===== src/hdl/branch_target_buffer_lru_core_macros.svh =====
// ----------------------------------------------------------------------------
// Assertion macros for the branch target buffer
// Clocked on i_clk, disabled while i_rst_n is low.
// ----------------------------------------------------------------------------
`ifndef BRANCH_TARGET_BUFFER_LRU_CORE_MACROS_SVH
`define BRANCH_TARGET_BUFFER_LRU_CORE_MACROS_SVH

// same-cycle implication
`define BTBL_ASSERT_SAME(label, ante, cons) \
    label: assert property (@(posedge i_clk) disable iff (!i_rst_n) (ante) |-> (cons)) \
        else $error("btbl assertion failed");

// next-cycle implication
`define BTBL_ASSERT_NEXT(label, ante, cons) \
    label: assert property (@(posedge i_clk) disable iff (!i_rst_n) (ante) |=> (cons)) \
        else $error("btbl assertion failed");

`endif


===== src/hdl/btbl_pkg.sv =====
// ----------------------------------------------------------------------------
// btbl_pkg
// Shared constants and types of the branch target buffer.
// ----------------------------------------------------------------------------
package btbl_pkg;

    localparam int unsigned ENTRIES_DEF   = 4;
    localparam int unsigned ADDR_BITS_DEF = 32;

    localparam int unsigned FIELD_W = 32;
    localparam int unsigned CNT_W   = 2;

    localparam int unsigned S_TDATA_W = ((2 * FIELD_W + 1 + 7) / 8) * 8;
    localparam int unsigned S_TUSER_W = 1;
    localparam int unsigned M_TDATA_W = ((FIELD_W + CNT_W + 7) / 8) * 8;
    localparam int unsigned M_TUSER_W = 1;

    localparam logic [CNT_W-1:0] CNT_MAX  = 2'b11;
    localparam logic [CNT_W-1:0] CNT_ZERO = 2'b00;
    localparam logic [CNT_W-1:0] CNT_INIT = 2'b01;

    localparam logic OP_LOOKUP = 1'b0;
    localparam logic OP_UPDATE = 1'b1;

    typedef struct packed {
        logic capture;
        logic commit;
    } t_dp_cmd;

endpackage


===== src/hdl/btbl_ctrl.sv =====
// ----------------------------------------------------------------------------
// btbl_ctrl
// Transaction sequencer: captures an input transaction, then commits it
// into the result register (and an update into the buffer) once that register is free.
// ----------------------------------------------------------------------------
`include "branch_target_buffer_lru_core_macros.svh"

module btbl_ctrl (
    input  logic              i_clk,
    input  logic              i_rst_n,
    input  logic              i_s_tvalid,
    output logic              o_s_tready,
    output logic              o_m_tvalid,
    input  logic              i_m_tready,
    output btbl_pkg::t_dp_cmd o_cmd
);
    import btbl_pkg::*;

    typedef enum logic {
        ST_IDLE,
        ST_CALC
    } t_state;

    t_state r_state;
    t_state n_state;
    logic   r_out_valid;
    logic   n_out_valid;

    assign o_s_tready    = (r_state == ST_IDLE);
    assign o_m_tvalid    = r_out_valid;
    assign o_cmd.capture = i_s_tvalid && (r_state == ST_IDLE);
    assign o_cmd.commit  = (r_state == ST_CALC) && (!r_out_valid || i_m_tready);

    always_comb begin
        n_state     = r_state;
        n_out_valid = r_out_valid;
        if (r_out_valid && i_m_tready) begin
            n_out_valid = 1'b0;
        end
        unique case (r_state)
            ST_IDLE: begin
                if (o_cmd.capture) begin
                    n_state = ST_CALC;
                end
            end
            ST_CALC: begin
                if (o_cmd.commit) begin
                    n_state     = ST_IDLE;
                    n_out_valid = 1'b1;
                end
            end
            default: n_state = ST_IDLE;
        endcase
    end

    always_ff @(posedge i_clk) begin
        if (!i_rst_n) begin
            r_state     <= ST_IDLE;
            r_out_valid <= 1'b0;
        end else begin
            r_state     <= n_state;
            r_out_valid <= n_out_valid;
        end
    end

    `BTBL_ASSERT_NEXT(a_no_double_capture, o_cmd.capture, !o_cmd.capture)
    `BTBL_ASSERT_NEXT(a_stall_holds_calc, (r_state == ST_CALC) && r_out_valid && !i_m_tready, r_state == ST_CALC)
    `BTBL_ASSERT_NEXT(a_commit_fills_out, o_cmd.commit, r_out_valid)

endmodule


===== src/hdl/btbl_dpath.sv =====
// ----------------------------------------------------------------------------
// btbl_dpath
// Entry storage, parallel tag compare, victim selection, counter and rank
// update, and the result register.
// ----------------------------------------------------------------------------
`include "branch_target_buffer_lru_core_macros.svh"

module btbl_dpath #(
    parameter int unsigned ENTRIES   = btbl_pkg::ENTRIES_DEF,
    parameter int unsigned ADDR_BITS = btbl_pkg::ADDR_BITS_DEF
) (
    input  logic                          i_clk,
    input  logic                          i_rst_n,
    input  btbl_pkg::t_dp_cmd             i_cmd,
    input  logic                          i_op,
    input  logic [btbl_pkg::FIELD_W-1:0]  i_branch_addr,
    input  logic [btbl_pkg::FIELD_W-1:0]  i_target_addr,
    input  logic                          i_taken,
    output logic                          o_hit,
    output logic [btbl_pkg::FIELD_W-1:0]  o_predicted_target,
    output logic [btbl_pkg::CNT_W-1:0]    o_confidence
);
    import btbl_pkg::*;

    localparam int unsigned TAG_W = (ADDR_BITS < FIELD_W) ? ADDR_BITS : FIELD_W;
    localparam int unsigned IW    = $clog2(ENTRIES);
    localparam int unsigned SW    = $clog2(ENTRIES + 1);

    logic [ENTRIES-1:0]             r_valid;
    logic [TAG_W-1:0]               r_tag    [ENTRIES];
    logic [TAG_W-1:0]               r_tgt    [ENTRIES];
    logic [CNT_W-1:0]               r_cnt    [ENTRIES];
    logic [IW-1:0]                  r_rank   [ENTRIES];
    logic [SW-1:0]                  r_slots_used;

    logic                           r_op;
    logic [TAG_W-1:0]               r_addr;
    logic [TAG_W-1:0]               r_target;
    logic                           r_taken;

    logic                           r_hit;
    logic [FIELD_W-1:0]             r_pred;
    logic [CNT_W-1:0]               r_conf;

    logic [ENTRIES-1:0]             match_vec;
    logic [ENTRIES-1:0]             zero_vec;
    logic [ENTRIES-1:0]             rank0_vec;
    logic                           hit_any;
    logic [IW-1:0]                  victim;
    logic [IW-1:0]                  sel;
    logic [CNT_W-1:0]               old_cnt;
    logic [IW-1:0]                  old_rank;
    logic                           is_update;
    logic                           wr_hit;
    logic                           wr_alloc;
    logic                           wr_any;
    logic [CNT_W-1:0]               new_cnt;
    logic                           new_valid;
    logic                           append;
    logic [IW-1:0]                  top_rank;
    logic                           res_hit;
    logic [TAG_W-1:0]               res_tgt;
    logic [CNT_W-1:0]               res_cnt;

    function automatic logic [IW-1:0] first_set(input logic [ENTRIES-1:0] vec);
        logic [IW-1:0] idx;
        idx = '0;
        for (int i = ENTRIES - 1; i >= 0; i--) begin
            if (vec[i]) begin
                idx = IW'(i);
            end
        end
        return idx;
    endfunction

    always_comb begin
        for (int i = 0; i < ENTRIES; i++) begin
            match_vec[i] = r_valid[i] && (r_tag[i] == r_addr);
            zero_vec[i]  = (r_cnt[i] == CNT_ZERO);
            rank0_vec[i] = (r_rank[i] == '0);
        end
    end

    assign hit_any = |match_vec;

    always_comb begin
        if (!(&r_valid)) begin
            victim = first_set(~r_valid);
        end else if (|zero_vec) begin
            victim = first_set(zero_vec);
        end else begin
            victim = first_set(rank0_vec);
        end
    end

    assign sel       = hit_any ? first_set(match_vec) : victim;
    assign old_cnt   = r_cnt[sel];
    assign old_rank  = r_rank[sel];
    assign is_update = (r_op == OP_UPDATE);
    assign wr_hit    = is_update && hit_any;
    assign wr_alloc  = is_update && !hit_any && r_taken;
    assign wr_any    = wr_hit || wr_alloc;

    always_comb begin
        if (!wr_hit) begin
            new_cnt = CNT_INIT;
        end else if (r_taken) begin
            new_cnt = (old_cnt == CNT_MAX) ? CNT_MAX : old_cnt + CNT_W'(1);
        end else begin
            new_cnt = (old_cnt == CNT_ZERO) ? CNT_ZERO : old_cnt - CNT_W'(1);
        end
    end

    assign new_valid = wr_alloc || r_taken || (new_cnt != CNT_ZERO);
    assign append    = wr_alloc && (SW'(sel) >= r_slots_used)
                       && (r_slots_used < SW'(ENTRIES));
    assign top_rank  = (r_slots_used == '0) ? '0 : IW'(r_slots_used - SW'(1));

    assign res_hit = is_update ? (wr_hit ? new_valid : wr_alloc) : hit_any;
    assign res_tgt = wr_alloc ? r_target : r_tgt[sel];
    assign res_cnt = is_update ? new_cnt : old_cnt;

    always_ff @(posedge i_clk) begin
        if (i_cmd.capture) begin
            r_op     <= i_op;
            r_addr   <= i_branch_addr[TAG_W-1:0];
            r_target <= i_target_addr[TAG_W-1:0];
            r_taken  <= i_taken;
        end
        if (i_cmd.commit) begin
            r_hit  <= res_hit;
            r_pred <= res_hit ? FIELD_W'(res_tgt) : '0;
            r_conf <= res_hit ? res_cnt : CNT_ZERO;
        end
        if (i_cmd.commit && wr_alloc) begin
            r_tag[sel] <= r_addr;
            r_tgt[sel] <= r_target;
        end
    end

    always_ff @(posedge i_clk) begin
        if (!i_rst_n) begin
            r_valid      <= '0;
            r_slots_used <= '0;
            for (int j = 0; j < ENTRIES; j++) begin
                r_cnt[j]  <= CNT_ZERO;
                r_rank[j] <= '0;
            end
        end else if (i_cmd.commit && wr_any) begin
            for (int j = 0; j < ENTRIES; j++) begin
                if (IW'(j) == sel) begin
                    r_valid[j] <= new_valid;
                    r_cnt[j]   <= new_cnt;
                    r_rank[j]  <= append ? IW'(r_slots_used) : top_rank;
                end else if (!append && (SW'(j) < r_slots_used)
                             && (r_rank[j] > old_rank)) begin
                    r_rank[j] <= r_rank[j] - IW'(1);
                end
            end
            if (append) begin
                r_slots_used <= r_slots_used + SW'(1);
            end
        end
    end

    assign o_hit              = r_hit;
    assign o_predicted_target = r_pred;
    assign o_confidence       = r_conf;

    `BTBL_ASSERT_SAME(a_slots_bounded, 1'b1, r_slots_used <= SW'(ENTRIES))
    `BTBL_ASSERT_SAME(a_valid_within_used, 1'b1, $countones(r_valid) <= int'(r_slots_used))
    `BTBL_ASSERT_NEXT(a_lookup_keeps_state, i_cmd.commit && !is_update, $stable(r_valid) && $stable(r_slots_used))

endmodule


===== src/hdl/branch_target_buffer_lru_core.sv =====
// ----------------------------------------------------------------------------
// branch_target_buffer_lru_core
// Fully associative branch target buffer with 2-bit counters and LRU ranks.
// ----------------------------------------------------------------------------
// Each transaction is first captured; then its branch address is compared
// against all entries in parallel, a victim is picked, the entry is written
// back and the result register is loaded. A new transaction is accepted
// as soon as that write-back is done, also while the previous result still
// waits on the master side; the compare step waits only while the result
// register is still full. Lookups (tuser 0) leave the buffer unchanged;
// updates (tuser 1) train or allocate an entry, and their result reports the
// entry after the update. The buffer is usable right after reset.
// ----------------------------------------------------------------------------
module branch_target_buffer_lru_core #(
    parameter int unsigned ENTRIES   = btbl_pkg::ENTRIES_DEF,
    parameter int unsigned ADDR_BITS = btbl_pkg::ADDR_BITS_DEF
) (
    input  logic                           i_clk,
    input  logic                           i_rst_n,
    input  logic                           i_s_tvalid,
    output logic                           o_s_tready,
    input  logic [btbl_pkg::S_TDATA_W-1:0] i_s_tdata,  // branch_addr, target_addr, taken
    input  logic [btbl_pkg::S_TUSER_W-1:0] i_s_tuser,  // op
    output logic                           o_m_tvalid,
    input  logic                           i_m_tready,
    output logic [btbl_pkg::M_TDATA_W-1:0] o_m_tdata,  // predicted_target, confidence
    output logic [btbl_pkg::M_TUSER_W-1:0] o_m_tuser   // hit
);
    import btbl_pkg::*;

    t_dp_cmd            cmd;
    logic               hit;
    logic [FIELD_W-1:0] predicted_target;
    logic [CNT_W-1:0]   confidence;

    btbl_ctrl u_ctrl (
        .i_clk      (i_clk),
        .i_rst_n    (i_rst_n),
        .i_s_tvalid (i_s_tvalid),
        .o_s_tready (o_s_tready),
        .o_m_tvalid (o_m_tvalid),
        .i_m_tready (i_m_tready),
        .o_cmd      (cmd)
    );

    btbl_dpath #(
        .ENTRIES   (ENTRIES),
        .ADDR_BITS (ADDR_BITS)
    ) u_dpath (
        .i_clk              (i_clk),
        .i_rst_n            (i_rst_n),
        .i_cmd              (cmd),
        .i_op               (i_s_tuser[0]),
        .i_branch_addr      (i_s_tdata[FIELD_W-1:0]),
        .i_target_addr      (i_s_tdata[2*FIELD_W-1:FIELD_W]),
        .i_taken            (i_s_tdata[2*FIELD_W]),
        .o_hit              (hit),
        .o_predicted_target (predicted_target),
        .o_confidence       (confidence)
    );

    assign o_m_tdata = M_TDATA_W'({confidence, predicted_target});
    assign o_m_tuser = M_TUSER_W'(hit);

endmodule

===== config.mk =====
export PLATFORM = sky130hd
export DESIGN_NAME = branch_target_buffer_lru_core
export DESIGN_NICKNAME = d
export VERILOG_FILES = /design/src/hdl/btbl_pkg.sv /design/src/hdl/btbl_ctrl.sv /design/src/hdl/btbl_dpath.sv /design/src/hdl/branch_target_buffer_lru_core.sv
export VERILOG_INCLUDE_DIRS = /design/src /design/src/hdl
export SDC_FILE = /design/constraint.sdc
export NUM_CORES = 1
export LEC_CHECK = 0
export ABC_AREA = 1
export ABC_CLOCK_PERIOD_IN_PS = 5800
export BUFFER_PORTS_ARGS = -buffer_cell sky130_fd_sc_hd__buf_2
export CORE_MARGIN = 4
export CORE_UTILIZATION = 50
export CTS_CLUSTER_DIAMETER = 200
export DETAILED_ROUTE_END_ITERATION = 8
export PLACE_DENSITY = 0.71
export SLEW_MARGIN = 30
export SYNTH_ARGS = -nofsm -noshare
export SYNTH_HDL_FRONTEND = slang
export SYNTH_SLANG_ARGS = --single-unit

===== constraint.sdc =====
create_clock -name i_clk -period 5.8 [get_ports i_clk]
set_input_delay 0.58 -clock i_clk [delete_from_list [all_inputs] [get_ports i_clk]]
set_output_delay 0.58 -clock i_clk [all_outputs]
set_load 0.01 [all_outputs]

==> results of run 1 <==
-- kinds of logic after synthesis --
kind of cell / synth area share, %
xor+xnor: 1.55
flops: 69.5
fa+ha+maj: 1.22
buf+inv: 5.04
simple gates: 18.1
other cells: 0.0229
compound gates: 4.53
-- path summary, 6_finish.rpt --
path / start / endpoint / slack, ns
min: i_s_tdata[8] / u_dpath.r_addr[8] / 0.23
max: u_dpath.r_addr[26] / u_dpath.r_rank[2][0] / 1.08
max reg2reg: u_dpath.r_addr[26] / u_dpath.r_rank[2][0] / 1.08
min reg2reg: u_dpath.r_slots_used[2] / u_dpath.r_slots_used[2] / 0.52
-- report_power, final --
part | internal (mW) | switching (mW) | total, mW
clock | 1.42 | 1.00 | 2.42
sequential | 3.11 | 0.0646 | 3.18
combinational | 0.0936 | 0.188 | 0.282
total | 4.63 | 1.26 | 5.88
-- per-layer routing --
layer	wire [um]	share of wire (%)
met1	15100	43
met2	16800	48
met3	2350	6.7
met4	877	2.5
met5	0	0
-- worst max-delay path, stage by stage (launching register included) --
cell and delay [ns]:
edfxtp_1 0.52, inv_1 0.22, o21ai_0 0.23, nor2_1 0.06
nand2_1 0.06, nor2_1 0.04, nand3_1 0.14, nor2_2 0.06
nor2_2 0.25, nand2_2 0.10, inv_2 0.61, nor2_4 0.27
a221oi_1 0.63, ha_1 0.33, a2111oi_0 0.40, nand3_1 0.24
nand3_1 0.16, o21ai_0 0.10
-- sequential cells by signal (all words and copies together), names as in the netlist, 2 cells and up --
register,cells
u_dpath.r_cnt,8
u_dpath.r_tag,128
u_dpath.r_slots_used,3
u_dpath.r_rank,8
u_dpath.r_valid,4
u_dpath.r_addr,32
u_dpath.o_predicted_target,32
u_dpath.r_tgt,128
u_dpath.o_confidence,2
u_dpath.r_target,32
-- through the flow --
step | hold slack, ns | total power [mW] | cells
4_1_cts | 0.207 | 5.93 | 2014
5_1_grt | 0.205 | 6.09 | 2014
6_report | 0.230 | 5.88 | 2014
2_1_floorplan | 0.463 | 3.40 | 1429
3_5_place_dp | 0.507 | 3.52 | 1943
3_3_place_gp | 0.500 | 3.51 | 1943
-- layout make-up --
cell class              instances  area share [%]
clock buffers                  59            5.96
clock inverters                12           0.684
inverters                     156            3.15
multi-input cells             851            22.7
flip-flops and latches        382            61.0
well taps                     435            2.92
repair buffers                119            3.59
-- cells in the mapped netlist (16+ instances only) --
| library cell | count |
|---|---|
| edfxtp_1 | 373 |
| inv_2 | 30 |
| a21oi_2 | 30 |
| a21oi_1 | 17 |
| xnor2_1 | 17 |
| nand2_1 | 404 |
| ha_1 | 16 |
| o21ai_1 | 16 |
| nor2_1 | 98 |
| nand3_1 | 98 |
| inv_1 | 125 |
| nand4_1 | 40 |
| o21ai_0 | 38 |
==> results.md, run 1 <==
* Cell taking the most area after synthesis: edfxtp_1
* # diodes at 0
* Post-DR wirelength/cell at 17.4 um
* Clock skew at 0.0104 ns
* Avg Inst Size Synth at ~11 sq um
* Most frequent cells in the layout: nand2_1 (404), edfxtp_1 (373), inv_1 (125)
* Endpoint class of the critical path: flip-flop
* HPWL after detailed placement at 21500 um
* P&R area growth vs syn at 13.9%
* Slew HR at 37.1%
* First-pass GRT wire length at around 55000 um
* Pre-CTS WS at 1.22 ns
* Crit path max fanout at 38
* CTS buffer count at 40
* Vias per cell at 5.22
* Post-route antenna net violation count at 0
* Static Leak at 7.11 nW
* Slew Viols, Final at 0
* GRT met2 Usage at 32.3%
* Hold Fails Final Rpt at 0
* Vias at 10500
* RSZ-0062 raised after global routing: no
* Vias in the first global route at 10400
* Area share of the largest cell type after synthesis at 68.4%
* Clk slew on worst S/H paths at ~0.060 ns
* Initial antenna violation count at 0
* Die height at about 190 um
* CP Class: flip-flop to flip-flop
* Worst Setup Slack, final at 1.08 ns
* Seq cells post-synth at 382
* Final period utilization at 81.4%
* Synth Cell Area at 16400 sq um
* Initial DRC count at 840
* Top_reg_cell synth: edfxtp_1
* FF-to-FF path depth at 17
* Gp weighted congestion at 0.875
* Multi-input logic area at around 4200 sq um
* Row cnt at 65
* Max_cap viols at 0
* CTS tree: built
* Layout cells sized above 1 at 17.2%
* Hold depth at 1
* Worst Setup Start Kind: flip-flop
* Grt total ovfl at 0
* CTS Sinks at 382
* Initial Util at 51.2%
* Status: completed
* Synth async-reset ratio at 0%
* Final core utilization at 58.4%
* # resized after CTS at 0
* Synth cell types at 43
* Grt peak-use layer: met2
* Clk buf depth at 3
* FF/Latch Area at 11400 sq um
* Final wirelength at 35100 um
* Setup_tns at 0 ns
* Met1 Use GR at 27.2%
* Post-synth EDFFs at between 300 and 400
* Largest net degree at the start of global routing at 67
* Synth warn at 0
* Post-CTS setup buffer count at 0
* CTS HTree Levels at 2
* Commonest non-fill, non-tap cell in the layout: nand2_1
* Worst hold path class: input pin to flip-flop
* Worst-margin pin slew at 0.942 ns
* # nets final at 1643
* Met3 Use GR at under 10%
* Cell Area, Placed at 17400 sq um
* Mapped Cells at approximately 1400
* Std-Cell Core Area at 32000 sq um
* Seq/Total Area, Yosys at between 60% and 70%
* Min Tclk post-route at 4.72 ns
* Worst path required time at 6.06 ns
* Buffers on Ports at 106
* Fill cells at 2535
* Final setup viols at 0
* First-pass iteration count of the detailed router at 5
* Total track usage at 19.5%
* I/O pins at 120
* Critical path arrival at between 4 and 5 ns
* Worst-Skew Late Latency at 0.52 ns
* Pwr Density at 315 nW/um^2
* Peak supply drop at between 0.2 and 0.3 mV
* Die width at approximately 190 um
* Post-Layout Inst Area at about 19000 sq um
* Drc violations at 0
* Die ar. at 35700 sq um
* Largest cells by area after synthesis: edfxtp_1 (68%), nand2_1 (9.3%), nand3_1 (3.0%)
* CTS Hold Bufs at 0
* Max Freq at ~210 MHz
* Clock root cell: clkbuf_16
(Power assumes the default switching activity.)
==> run 2, diff against run 1 <==
--- a/config.mk
+++ b/config.mk
@@ -7,13 +7,13 @@
 export NUM_CORES = 1
 export LEC_CHECK = 0
 export ABC_AREA = 1
-export ABC_CLOCK_PERIOD_IN_PS = 5800
+export ABC_CLOCK_PERIOD_IN_PS = 4820
 export BUFFER_PORTS_ARGS = -buffer_cell sky130_fd_sc_hd__buf_2
 export CORE_MARGIN = 4
 export CORE_UTILIZATION = 50
 export CTS_CLUSTER_DIAMETER = 200
 export DETAILED_ROUTE_END_ITERATION = 8
-export PLACE_DENSITY = 0.71
+export PLACE_DENSITY = 0.68
 export SLEW_MARGIN = 30
 export SYNTH_ARGS = -nofsm -noshare
 export SYNTH_HDL_FRONTEND = slang
==> constraint.sdc (replaced) <==
create_clock -name i_clk -period 4.82 [get_ports i_clk]
set_input_delay 0.482 -clock i_clk [delete_from_list [all_inputs] [get_ports i_clk]]
set_output_delay 0.482 -clock i_clk [all_outputs]
set_load 0.01 [all_outputs]
==> run 2 against run 1 <==
Die area unchanged; design area about the same; sequential share of layout area about the same; cell count grew 0.35%; critical path depth rose by 2; register-to-register slack got worse by 0.42 ns; power up 19%; wire length grew 0.75%; maximum frequency up 14%; critical path type unchanged; largest power group unchanged.
==> results.md, run 2 (synthesized netlist as in run 1, its figures left out) <==
* Worst hold path class: input pin to flip-flop (unchanged)
* Final setup viols at 0 (unchanged)
* Std-Cell Core Area at 32000 sq um (unchanged)
* Die height at 189 um (unchanged)
* Slew HR at 49.2% (was 37.1%)
* Clk buf depth at 3 (unchanged)
* Crit path max fanout at 23 (was 38)
* Largest regs: u_dpath.r_tag: 128 flops, u_dpath.r_tgt: 128 flops (unchanged)
* I/O pins at 120 (unchanged)
* Initial Util at 51.2% (unchanged)
* Peak supply drop at 0.414 mV (was 0.297 mV)
* Buffers on Ports at 106 (unchanged)
* CP Class: flip-flop to flip-flop (unchanged)
* Post-CTS setup buffer count at 0 (unchanged)
* Placed insts at 1951 (was 1943)
* Vias per cell at 5.20 (was 5.22)
* Pwr Density at 374 nW/um^2 (was 315 nW/um^2)
* Multi-input logic area at 4230 sq um (unchanged)
* # resized after CTS at 0 (unchanged)
* # diodes at 0 (unchanged)
* CTS tree: built (unchanged)
* Initial antenna violation count at 0 (unchanged)
* Drc violations at 0 (unchanged)
* RSZ-0062 raised after global routing: no (unchanged)
* First-pass iteration count of the detailed router at 5 (unchanged)
* Largest net degree at the start of global routing at 52 (was 67)
* CTS Hold Bufs at 0 (unchanged)
* Critical path's slowest cell: edfxtp_1 (was a221oi_1)
* Static Leak at 7.12 nW (was 7.11 nW)
* Most frequent CP cell: nand2_1 (was nand3_1)
* Post-route antenna net violation count at 0 (unchanged)
* Worst Setup Start Kind: flip-flop (unchanged)
* Vias in the first global route at 10500 (was 10400)
* Final period utilization at 86.3% (was 81.4%)
* Die ar. at 35700 sq um (unchanged)
* Critical path arrival at 4.42 ns (was 4.99 ns)
* Clk slew on worst S/H paths at 0.07 ns (was 0.06 ns)
* Status: completed (unchanged)
* # nets final at 1651 (was 1643)
* P&R area growth vs syn at 13.9% (about the same)
* Clock skew at 0.0385 ns (was 0.0104 ns)
* FF-to-FF path depth at 19 (was 17)
* Total track usage at 19.7% (was 19.5%)
* Fill cells at 2582 (was 2535)
* Fin cells at 2021 (was 2014)
* Grt total ovfl at 0 (unchanged)
* First-pass GRT wire length at 56000 um (was 55400 um)
* Post-Layout Inst Area at 18600 sq um (was 18700 sq um)
* Gp weighted congestion at 0.871 (was 0.875)
* Most frequent cells in the layout: nand2_1 (404), edfxtp_1 (373), inv_1 (125) (unchanged)
* Endpoint class of the critical path: flip-flop (unchanged)
* CP peak stage delay at 0.55 ns (was 0.63 ns)
* Max Freq at 240 MHz (was 212 MHz)
* Vias at 10500 (unchanged)
* Worst path required time at 5.08 ns (was 6.06 ns)
* Clock root cell: clkbuf_16 (unchanged)
* FF/Latch Area at 11400 sq um (unchanged)
* CTS HTree Levels at 2 (unchanged)
* Setup_tns at 0 ns (unchanged)
* Worst-margin pin slew at 0.754 ns (was 0.942 ns)
* Hold Fails Final Rpt at 0 (unchanged)
* Commonest non-fill, non-tap cell in the layout: nand2_1 (unchanged)
* HPWL after detailed placement at 22200 um (was 21500 um)
* Die width at 189 um (unchanged)
* Post-DR wirelength/cell at 17.5 um (was 17.4 um)
* Min Tclk post-route at 4.16 ns (was 4.72 ns)
* CTS buffer count at 40 (unchanged)
* Max_cap viols at 0 (unchanged)
* Cell Area, Placed at 17500 sq um (was 17400 sq um)
* Layout cells sized above 1 at 17.5% (was 17.2%)
* R2R setup slack at 0.66 ns (was 1.08 ns)
* CTS Sinks at 382 (unchanged)
* Worst-Skew Late Latency at 0.55 ns (was 0.52 ns)
* Slew Viols, Final at 0 (unchanged)
* Final wirelength at 35400 um (was 35100 um)
* Initial DRC count at 877 (was 840)
* Hold_ws at 0.104 ns (was 0.230 ns)
* Row cnt at 65 (unchanged)
* CP cell instances: inv_1 -> nand2_1 -> nand2_1 -> nor2_1 -> nand2_1 -> nor2_1 -> nand3_1 -> nor2_1 -> nor2_2 -> nand3_2 -> nand2_4 -> nand2_1 -> o22ai_1 -> a221oi_1 -> buf_4 -> ha_1 -> a2111oi_0 -> nand3_1 -> nand3_1 (was inv_1 -> o21ai_0 -> nor2_1 -> nand2_1 -> nor2_1 -> nand3_1 -> nor2_2 -> nor2_2 -> nand2_2 -> inv_2 -> nor2_4 -> a221oi_1 -> ha_1 -> a2111oi_0 -> nand3_1 -> nand3_1 -> o21ai_0)
* Hold depth at 1 (unchanged)
[run 2: report_power, final]
group	total, mW	switching, mW	internal (mW)	leakage (nW)
clock network	2.81	1.26	1.55	0.577
registers	3.82	0.0783	3.74	3.51
logic	0.344	0.229	0.115	3.03
[run 2: cell type report]
type | count | share of cell area (%)
Sequential cell | 382 | 61.1
Multi-Input combinational cell | 851 | 22.7
Clock buffer | 50 | 5.57
Timing Repair Buffer | 127 | 3.83
Inverter | 156 | 3.15
Tap cell | 435 | 2.92
Clock inverter | 20 | 0.792
[run 2: critical path: cells and delay by family, from the launching register on]
family	cells	cell delay, ns
AOI/OAI and AO/OA	3	0.79
and+or+nand+nor	13	1.90
adders and majority gates	1	0.23
buffers and inverters	2	0.40
DFF	1	0.55
[run 2: per-stage QoR]
stage | total power [mW] | utilization (%) | setup slack [ns]
floorplan | 4.09 | - | -0.287
global placement | 4.23 | 54.6 | 0.846
detailed placement | 4.24 | 54.6 | 0.742
CTS | 7.03 | 58.3 | 0.716
global route | 7.23 | 58.3 | 0.284
finish | 6.97 | 58.3 | 0.661
[run 2: worst paths after layout]
check                             from                   end
hold reg to reg   u_dpath.r_target[21]  u_dpath.r_tgt[3][21]
hold / removal           i_s_tdata[44]  u_dpath.r_target[12]
setup reg to reg    u_dpath.r_addr[26]  u_dpath.r_rank[2][0]
setup / recovery    u_dpath.r_addr[26]  u_dpath.r_rank[2][0]
[run 2: metal layers]
layer / share of wire, % / vias to the layer above / track usage [%]
met2: 47 / 366 / 31.6
met4: 2.0 / 0 / 5.83
met1: 44 / 4993 / 28.1
li1: - / 5103 / -
met5: 0 / - / 0
met3: 6.6 / 55 / 3.23
==> run 3, diff against run 2 <==
--- a/config.mk
+++ b/config.mk
@@ -6,7 +6,6 @@
 export SDC_FILE = /design/constraint.sdc
 export NUM_CORES = 1
 export LEC_CHECK = 0
-export ABC_AREA = 1
 export ABC_CLOCK_PERIOD_IN_PS = 4820
 export BUFFER_PORTS_ARGS = -buffer_cell sky130_fd_sc_hd__buf_2
 export CORE_MARGIN = 4
@@ -14,7 +13,7 @@
 export CTS_CLUSTER_DIAMETER = 200
 export DETAILED_ROUTE_END_ITERATION = 8
 export PLACE_DENSITY = 0.68
-export SLEW_MARGIN = 30
+export REMOVE_ABC_BUFFERS = 1
 export SYNTH_ARGS = -nofsm -noshare
 export SYNTH_HDL_FRONTEND = slang
 export SYNTH_SLANG_ARGS = --single-unit
==> run 3 against run 2 <==
Count of clock-buffer cells in the layout shrank 1; critical path depth shrank 5; critical path type unchanged; wire length shrank 6.4%; highest routed layer unchanged; clock skew shrank 0.024 ns; core utilization grew 1.2 points; synthesized area shrank 2.0%.
==> results.md, run 3 <==
* Vias per cell at 5.62 (was 5.20)
* Max Freq at 219 MHz (was 240 MHz)
* Worst path bufs/invs at 0 (was 2)
* Clk slew on worst S/H paths at 0.06 ns (was 0.07 ns)
* Synth Cell Area at 16000 sq um (was 16400 sq um)
* Final wirelength at 33100 um (was 35400 um)
* First-pass GRT wire length at 52000 um (was 56000 um)
* Peak supply drop at 0.329 mV (was 0.414 mV)
* Net Sw Frac at 21.1% (was 22.5%)
* Initial DRC count at 673 (was 877)
* Pre-CTS WS at 0.112 ns (was 0.742 ns)
* FF/Latch Area at 11400 sq um (unchanged)
* Drc violations at 0 (unchanged)
* Avg Inst Size Synth at 15.7 sq um (was 11.5 sq um)
* CTS Hold Bufs at 0 (unchanged)
* Row cnt at 65 (unchanged)
* Crit path max fanout at 7 (was 23)
* Synth cell types at 69 (was 43)
* Cell taking the most area after synthesis: edfxtp_1 (unchanged)
* Met1 Use GR at 24.9% (was 28.1%)
* CP peak stage delay at 0.59 ns (was 0.55 ns)
* Count leader, synth: edfxtp_1 (was nand2_1)
* Die width at 187 um (was 189 um)
* Post-route antenna net violation count at 0 (unchanged)
* I/O pins at 120 (unchanged)
* Min Tclk post-route at 4.56 ns (was 4.16 ns)
* Overall Power at 7.43 mW (was 6.97 mW)
* Hold_ws at 0.121 ns (was 0.104 ns)
* Post-Layout Inst Area at 18800 sq um (was 18600 sq um)
* Post-DR wirelength/cell at 20.4 um (was 17.5 um)
* Setup_tns at 0 ns (unchanged)
* RSZ-0062 raised after global routing: no (unchanged)
* Critical path's slowest cell: or4_4 (was edfxtp_1)
* Final setup viols at 0 (unchanged)
* Critical path's top delay family: simple AND/OR/NAND/NOR gates (unchanged)
* Area share of the largest cell type after synthesis at 69.9% (was 68.4%)
* Die ar. at 35000 sq um (was 35700 sq um)
* Met3 Use GR at 2.89% (was 3.23%)
* Worst Setup Slack, final at 0.263 ns (was 0.661 ns)
* Max_cap viols at 0 (unchanged)
* Die height at 187 um (was 189 um)
* Initial antenna violation count at 0 (unchanged)
* Worst-margin pin slew at 1.04 ns (was 0.754 ns)
* Final period utilization at 94.5% (was 86.3%)
* P&R area growth vs syn at 17.1% (was 13.9%)
* Seq/Total Area, Yosys at 71.0% (was 69.5%)
* Fill cells at 2409 (was 2582)
* Worst path required time at 5.05 ns (was 5.08 ns)
* Most frequent cells in the layout: edfxtp_1 (373), buf_2 (106), xor2_1 (76) (was nand2_1 (404), edfxtp_1 (373), inv_1 (125))
* Synth async-reset ratio at 0% (unchanged)
* Gp weighted congestion at 0.868 (was 0.871)
* Std-Cell Core Area at 31600 sq um (was 32000 sq um)
* GRT met2 Usage at 31.9% (was 31.6%)
* Clock skew at 0.0145 ns (was 0.0385 ns)
* Largest net degree at the start of global routing at 65 (was 52)
* Vias in the first global route at 9323 (was 10500)
* Layout cells sized above 1 at 22.2% (was 17.5%)
* CP cell instances: xor2_1 -> or4_1 -> or4_4 -> or4_4 -> and2_4 -> nor2_4 -> ha_1 -> nand2b_1 -> a21oi_1 -> o21ai_0 -> a21oi_1 -> a21boi_1 -> o2111ai_2 -> nand2b_1 (was inv_1 -> nand2_1 -> nand2_1 -> nor2_1 -> nand2_1 -> nor2_1 -> nand3_1 -> nor2_1 -> nor2_2 -> nand3_2 -> nand2_4 -> nand2_1 -> o22ai_1 -> a221oi_1 -> buf_4 -> ha_1 -> a2111oi_0 -> nand3_1 -> nand3_1)
* Seq pwr share at 51.4% (was 54.8%)
* P_int at 5.87 mW (was 5.41 mW)
* Mapped Cells at 1021 (was 1424)
* CP Class: flip-flop to flip-flop (unchanged)
* Status: completed (unchanged)
* Largest cells by area after synthesis: edfxtp_1 (70%), mux2i_1 (4.3%), xor2_1 (4.2%) (was edfxtp_1 (68%), nand2_1 (9.3%), nand3_1 (3.0%))
* CTS tree: built (unchanged)
* # resized after CTS at 0 (unchanged)
* Pwr Density at 396 nW/um^2 (was 374 nW/um^2)
* Critical path arrival at 4.79 ns (was 4.42 ns)
* Grt peak-use layer: met2 (unchanged)
* Synth warn at 0 (unchanged)
* Largest regs: u_dpath.r_tag: 128 flops, u_dpath.r_tgt: 128 flops (unchanged)
* Slew Viols, Final at 0 (unchanged)
* Post-synth EDFFs at 373 (unchanged)
* Clock power share at 43.6% (was 40.2%)
* Post-CTS setup buffer count at 0 (unchanged)
* CTS HTree Levels at 2 (unchanged)
* Worst hold path class: input pin to flip-flop (unchanged)
* Seq cells post-synth at 382 (unchanged)
* Total track usage at 18.7% (was 19.7%)
* Worst Setup Start Kind: flip-flop (unchanged)
* Multi-input logic area at 4440 sq um (was 4230 sq um)
* Endpoint class of the critical path: flip-flop (unchanged)
* Buffers on Ports at 106 (unchanged)
* Commonest non-fill, non-tap cell in the layout: edfxtp_1 (was nand2_1)
* Sw Pwr at 1.57 mW (about the same)
* Initial Util at 50.8% (was 51.2%)
* Vias at 9116 (was 10500)
* # nets final at 1280 (was 1651)
* Hold Fails Final Rpt at 0 (unchanged)
* Gate power share at 5.0% (was 4.9%)
* Cell Area, Placed at 17300 sq um (was 17500 sq um)
* Top_reg_cell synth: edfxtp_1 (unchanged)
* Worst-Skew Late Latency at 0.54 ns (was 0.55 ns)
* Slew HR at 29.8% (was 49.2%)
* HPWL after detailed placement at 21700 um (was 22200 um)
* First-pass iteration count of the detailed router at 5 (unchanged)
* CTS buffer count at 41 (was 40)
* CTS Sinks at 382 (unchanged)
* Post-synth top cells: edfxtp_1 (373), xor2_1 (76), mux2i_1 (69) (was nand2_1 (404), edfxtp_1 (373), inv_1 (125))
* Grt total ovfl at 0 (unchanged)
* Clock root cell: clkbuf_16 (unchanged)
* Clk buf depth at 3 (unchanged)
* Static Leak at 6.72 nW (was 7.12 nW)
run 3: cell count changes after synthesis, moves of 37 or more:
cell | previous run | this run
inv_1 | 125 | 22
mux2i_1 | 0 | 69
nand2_1 | 404 | 24
nand3_1 | 98 | 46
nor2_1 | 98 | 35
xnor2_1 | 17 | 54
xor2_1 | 12 | 76
run 3: routing by layer:
metal | vias up | part of all wire, % | routed length [um]
li1 | 4289 | - | -
met1 | 4492 | 43 | 14300
met2 | 269 | 49 | 16200
met3 | 66 | 5.3 | 1740
met4 | 0 | 2.7 | 903
met5 | - | 0 | 0
run 3: final cells by class:
| type | instances | share of cell area (%) |
|---|---|---|
| multi-input combinational | 583 | 23.6 |
| tap | 402 | 2.68 |
| clock inverter | 26 | 1.75 |
| sequential | 382 | 60.6 |
| inverter | 24 | 0.480 |
| clock buffer | 49 | 5.73 |
| antenna | 1 | 0.0133 |
| timing repair buffer | 155 | 5.07 |
run 3: cells by family (layout without fill, tap and decap cells):
group                    Yosys count  count (layout)  share of synthesized area, %
XOR/XNOR                         130             130                          7.10
multiplexers                      69              69                          4.31
adder cells (fa/ha/maj)           17              17                          1.32
other                              1               7                        0.0234
flip-flops                       382             382                          71.0
AND/OR/NAND/NOR                  224             224                          7.98
AO/OA/AOI/OAI                    137             137                          6.46
buffers and inverters             61             254                          1.83
run 3: final timing paths:
kind | from | to | slack [ns] | depth (start not counted)
worst min register to register | u_dpath.r_slots_used[1] | u_dpath.r_slots_used[1] | 0.51 | 2
worst min-delay path | i_s_tdata[32] | u_dpath.r_target[0] | 0.12 | 1
worst max register to register | u_dpath.r_addr[15] | u_dpath.r_rank[2][0] | 0.26 | 14
worst max-delay path | u_dpath.r_addr[15] | u_dpath.r_rank[2][0] | 0.26 | 14
run 3: per-stage QoR:
stage          instances  utilization [%]
2_1_floorplan        989                -
3_3_place_gp        1546             55.0
3_5_place_dp        1546             55.0
4_1_cts             1621             59.4
5_1_grt             1621             59.5
6_report            1622             59.5
run 3: power by group through the flow:
stage                     logic (mW)  clock network (mW)  registers (mW)
after global routing           0.412                3.46            3.83
after detailed placement       0.378                   0            3.89
after CTS                      0.380                3.32            3.82
final                          0.373                3.24            3.82
after floorplan                0.198                   0            3.89
after global placement         0.371                   0            3.88
